===== src/hdl/stlsu_pkg.sv =====
// Package for the scrolling tile line scanner: payload structs, register indexes,
// shared arithmetic unit types and reset constants. No dependencies.
`default_nettype none

package stlsu_pkg;

	// Width of the shared adder; covers the widest row product plus scroll.
	localparam int ALU_W = 18;

	// Line counter and register widths.
	localparam int LINE_W  = 11;
	localparam int CFG_IW  = 3;
	localparam int CFG_DW  = 16;

	// Value held by a store entry that has not been drawn into.
	localparam logic [7:0] TRANSPARENT = 8'd192;

	// Register reset values.
	localparam logic [LINE_W-1:0] FIRST_LINE_RST = 11'h7D3;
	localparam logic [LINE_W-1:0] END_LINE_RST   = 11'h1E0;
	localparam logic [LINE_W-1:0] VSYNC_ON_RST   = 11'h7DD;
	localparam logic [LINE_W-1:0] VSYNC_OFF_RST  = 11'h7DF;
	localparam logic [3:0]        ROW_SHIFT_RST  = 4'd4;
	localparam logic [4:0]        SCROLL_X_RST   = 5'd0;
	localparam logic [9:0]        SCROLL_Y_RST   = 10'd0;

	// Configuration register indexes.
	typedef enum logic [CFG_IW-1:0] {
		REG_FIRST_LINE = 3'd0,
		REG_END_LINE   = 3'd1,
		REG_VSYNC_ON   = 3'd2,
		REG_VSYNC_OFF  = 3'd3,
		REG_ROW_SHIFT  = 3'd4,
		REG_SCROLL_X   = 3'd5,
		REG_SCROLL_Y   = 3'd6
	} reg_idx_t;

	// Input request.
	typedef struct packed {
		logic       req_type;
		logic [9:0] wr_addr;
		logic [7:0] wr_byte;
	} in_req_t;

	// Result item.
	typedef struct packed {
		logic [7:0] pixel;
		logic       pixel_valid;
		logic       line_begin;
		logic       vsync_level;
		logic       last;
	} out_res_t;

	// Shared adder operation.
	typedef enum logic [0:0] {
		ALU_ADD = 1'b0,
		ALU_SUB = 1'b1
	} alu_op_t;

	typedef struct packed {
		alu_op_t          op;
		logic [ALU_W-1:0] a;
		logic [ALU_W-1:0] b;
	} alu_req_t;

	typedef struct packed {
		logic [ALU_W-1:0] sum;
		logic             carry;
	} alu_rsp_t;

endpackage

`default_nettype wire


===== src/hdl/stlsu_alu.sv =====
// Shared add/subtract unit of the tile line scanner.
// Depends on stlsu_pkg for the request and response structs.
`default_nettype none

module stlsu_alu (
	input  stlsu_pkg::alu_req_t req,
	output stlsu_pkg::alu_rsp_t rsp
);

	logic [stlsu_pkg::ALU_W:0] ext;

	// One extra bit gives the carry on add and the borrow on subtract.
	always_comb begin
		case (req.op)
			stlsu_pkg::ALU_ADD: ext = {1'b0, req.a} + {1'b0, req.b};
			stlsu_pkg::ALU_SUB: ext = {1'b0, req.a} - {1'b0, req.b};
			default:            ext = '0;
		endcase
	end

	assign rsp.sum   = ext[stlsu_pkg::ALU_W-1:0];
	assign rsp.carry = ext[stlsu_pkg::ALU_W];

endmodule

`default_nettype wire


===== config.mk =====
export PLATFORM = sky130hd
export DESIGN_NAME = stlsu_alu
export DESIGN_NICKNAME = d
export VERILOG_FILES = /design/src/hdl/stlsu_pkg.sv /design/src/hdl/stlsu_alu.sv
export SDC_FILE = /design/constraint.sdc
export NUM_CORES = 1
export LEC_CHECK = 0
export ABC_CLOCK_PERIOD_IN_PS = 3840
export BUFFER_PORTS_ARGS = -buffer_cell sky130_fd_sc_hd__buf_2
export CAP_MARGIN = 20
export CORE_MARGIN = 2
export CORE_UTILIZATION = 40
export DETAILED_ROUTE_END_ITERATION = 12
export PLACE_DENSITY = 0.73
export SLEW_MARGIN = 20
export SYNTH_ARGS = -nofsm -noshare
export SYNTH_HDL_FRONTEND = slang
export SYNTH_SLANG_ARGS = --single-unit
export TNS_END_PERCENT = 10

===== constraint.sdc =====
create_clock -name vclk -period 3.84
set_input_delay 0.768 -clock vclk [all_inputs]
set_output_delay 0.768 -clock vclk [all_outputs]
set_load 0.1 [all_outputs]

==> flow_summary.ini <==
[setup_path]
crit_required_ns = 3.07
crit_type = in -> out
worst_setup_path_end_kind = primary output
cp_max_fo = 4
path_buf_inv = 3
worst_path_most_repeated_cell = a21oi_2
max_stage_delay_ns = 0.36
slowest_stage = nor4_4
critical-path-top-delay-family = compound AO/OA/AOI/OAI gates
worstSetupStartpointType = input port
crit_chain = buf_6 -> nor4_4 -> a21oi_2 -> nor2_2 -> buf_6 -> xor2_1 -> ha_1 -> a21oi_2 -> o21ai_2 -> a221o_1 -> a21oi_2 -> o21ai_2 -> xnor2_4 -> buf_12
cp.arrival_ns = 3.59

[yosys]
ys_seq_area_share_pct = 0
yosysWarnings = 0
syn_area_per_cell_sq_um = 7.05
syn_inst = 174
syn-cell-area_sq_um = 1230
syn_nets = 231
synthDistinctLibCells = 43

[power]
pwr-share-clk_pct = 0
cellInternalPower_w = 0.000522
finalPower_w = 0.00135
power_density_nw_per_um2 = 474
peakVddDrop_uv = 471
sw_frac_of_total_pct = 61.5
p_switching_w = 0.000833
combinationalPowerShare_pct = 100.0
pwr-share-seq_pct = 0
leakagePower_nw = 1.33

[global_route]
grt_pass1_wl_mm = 9.80
grt_pass1_vias = 2126
grt_max_degree = 12
overflow = 0
antenna_found_initial = 0
gr-usage-all-layers_pct = 36.1

[die]
core_area_sq_um = 2980
die_h_microns = 59.4
num_rows = 20
io_pins = 56
fp.dieArea_sq_um = 3530
die_x_microns = 59.4
initial_core_util_pct = 41.2

[sta]
min_period_ns = 4.35
setup_viol = 14
rsz0062_at_grt = true
maxSlewViolCount = 0
slew-limit-headroom_pct = 66.0
fin_setup_tns_ns = -4.44
period_share_pct = 113
timing.final.hold_violations = 0
worstMarginPinSlew_ns = 0.502
fin_ws_ns = -0.514
fmax_mhz = 230

[finish]
seq_cells = 0
drive_gt1_share_pct = 64.1
fillers = 66
nClkBuffers = 0
nNetsFinal = 371
area_growth_pct = 133
layout_commonest_cell = buf_4
multi_input_comb_area_sq_um = 1620
final_cell_mix = buf_4, buf_2, nor2_1, ha_1, buf_12
finalNonFillerCells = 346
seqCellArea_sq_um = 0

[placed_design]
hpwl_mm = 3.83
dp.cells = 326
port_buffers = 56
gp_congestion = 0.851

[drt]
vias = 2277
via_per_inst = 6.58
wl_per_cell_microns = 23.8
final_antenna_net_count = 0
wl_mm = 8.23
drcViolationCount = 0
dr.first_iter.drc_count = 269
first_pass_iters = 5

[flow_run]
maxCapViolations = 0

[run_status]
violations = setup timing
outcome = finished, violations left

[worst_hold_path]
hold_path_class = in -> out
[repair_timing]
action,CTS,global route
buffers inserted,15,4
pin swaps,17,17
resized for setup,26,25
hold buffers,0,0
endpoints found under the setup margin,11,14
[routing by layer]
layer / up-vias / GRT usage (%) / wire length, microns
li1: 923 / - / -
met1: 1035 / 39.6 / 2700
met2: 212 / 67.5 / 4040
met3: 107 / 3.28 / 600
met4: 0 / 18.8 / 891
met5: - / 0 / 0
[cells in the mapped netlist, types with 3 or more instances]
cell	number	area (sq um)
xnor2_1	20	175
inv_1	6	22.5
nor3_1	4	20.0
o21ai_0	11	55.1
a21oi_1	14	70.1
a211oi_1	3	22.5
nor4_1	3	18.8
a31oi_1	6	37.5
o21a_1	3	22.5
nor2_1	24	90.1
xor2_1	8	70.1
nand2_1	10	37.5
ha_1	19	238
a21o_1	6	45.0
and3_1	3	18.8
[cell families after synthesis]
logic type / share of synthesized area (%)
fa+ha+maj: 21.0
compound gates: 32.9
buf+inv: 2.45
simple gates: 21.9
xor+xnor: 20.0
mux: 1.73
[layout make-up]
| class | count | share of cell area (%) |
|---|---|---|
| tap | 33 | 1.45 |
| multi-input combinational | 166 | 56.6 |
| antenna | 1 | 0.0876 |
| inverter | 6 | 0.964 |
| timing repair buffer | 140 | 40.9 |
[final timing paths]
kind	slack, ns	start	end	depth (start not counted)
max	-0.51	req[9]	rsp[0]	14
min	2.17	req[0]	rsp[1]	4
[through the flow]
step | utilization (%) | cell area [sq um] | hold WS [ns] | setup slack (ns)
6_report | 95.9 | 2860 | 2.17 | -0.514
5_1_grt | 95.8 | 2850 | 2.17 | -0.745
4_1_cts | 91.3 | 2720 | 2.07 | -0.210
3_5_place_dp | 84.5 | 2520 | 2.10 | -0.411
3_3_place_gp | 84.5 | 2520 | 2.08 | -0.328
2_1_floorplan | - | 1510 | 1.95 | -0.366
[power by group through the flow]
stage | combinational [W] | sequential, W | clock, W
after detailed placement | 0.00122 | 0 | 0
final | 0.00135 | 0 | 0.0000000000348
after floorplan | 0.000796 | 0 | 0
after global placement | 0.00120 | 0 | 0
after CTS | 0.00125 | 0 | 0
after global routing | 0.00139 | 0 | 0
Note: power is estimated with default switching activity, not from simulation.
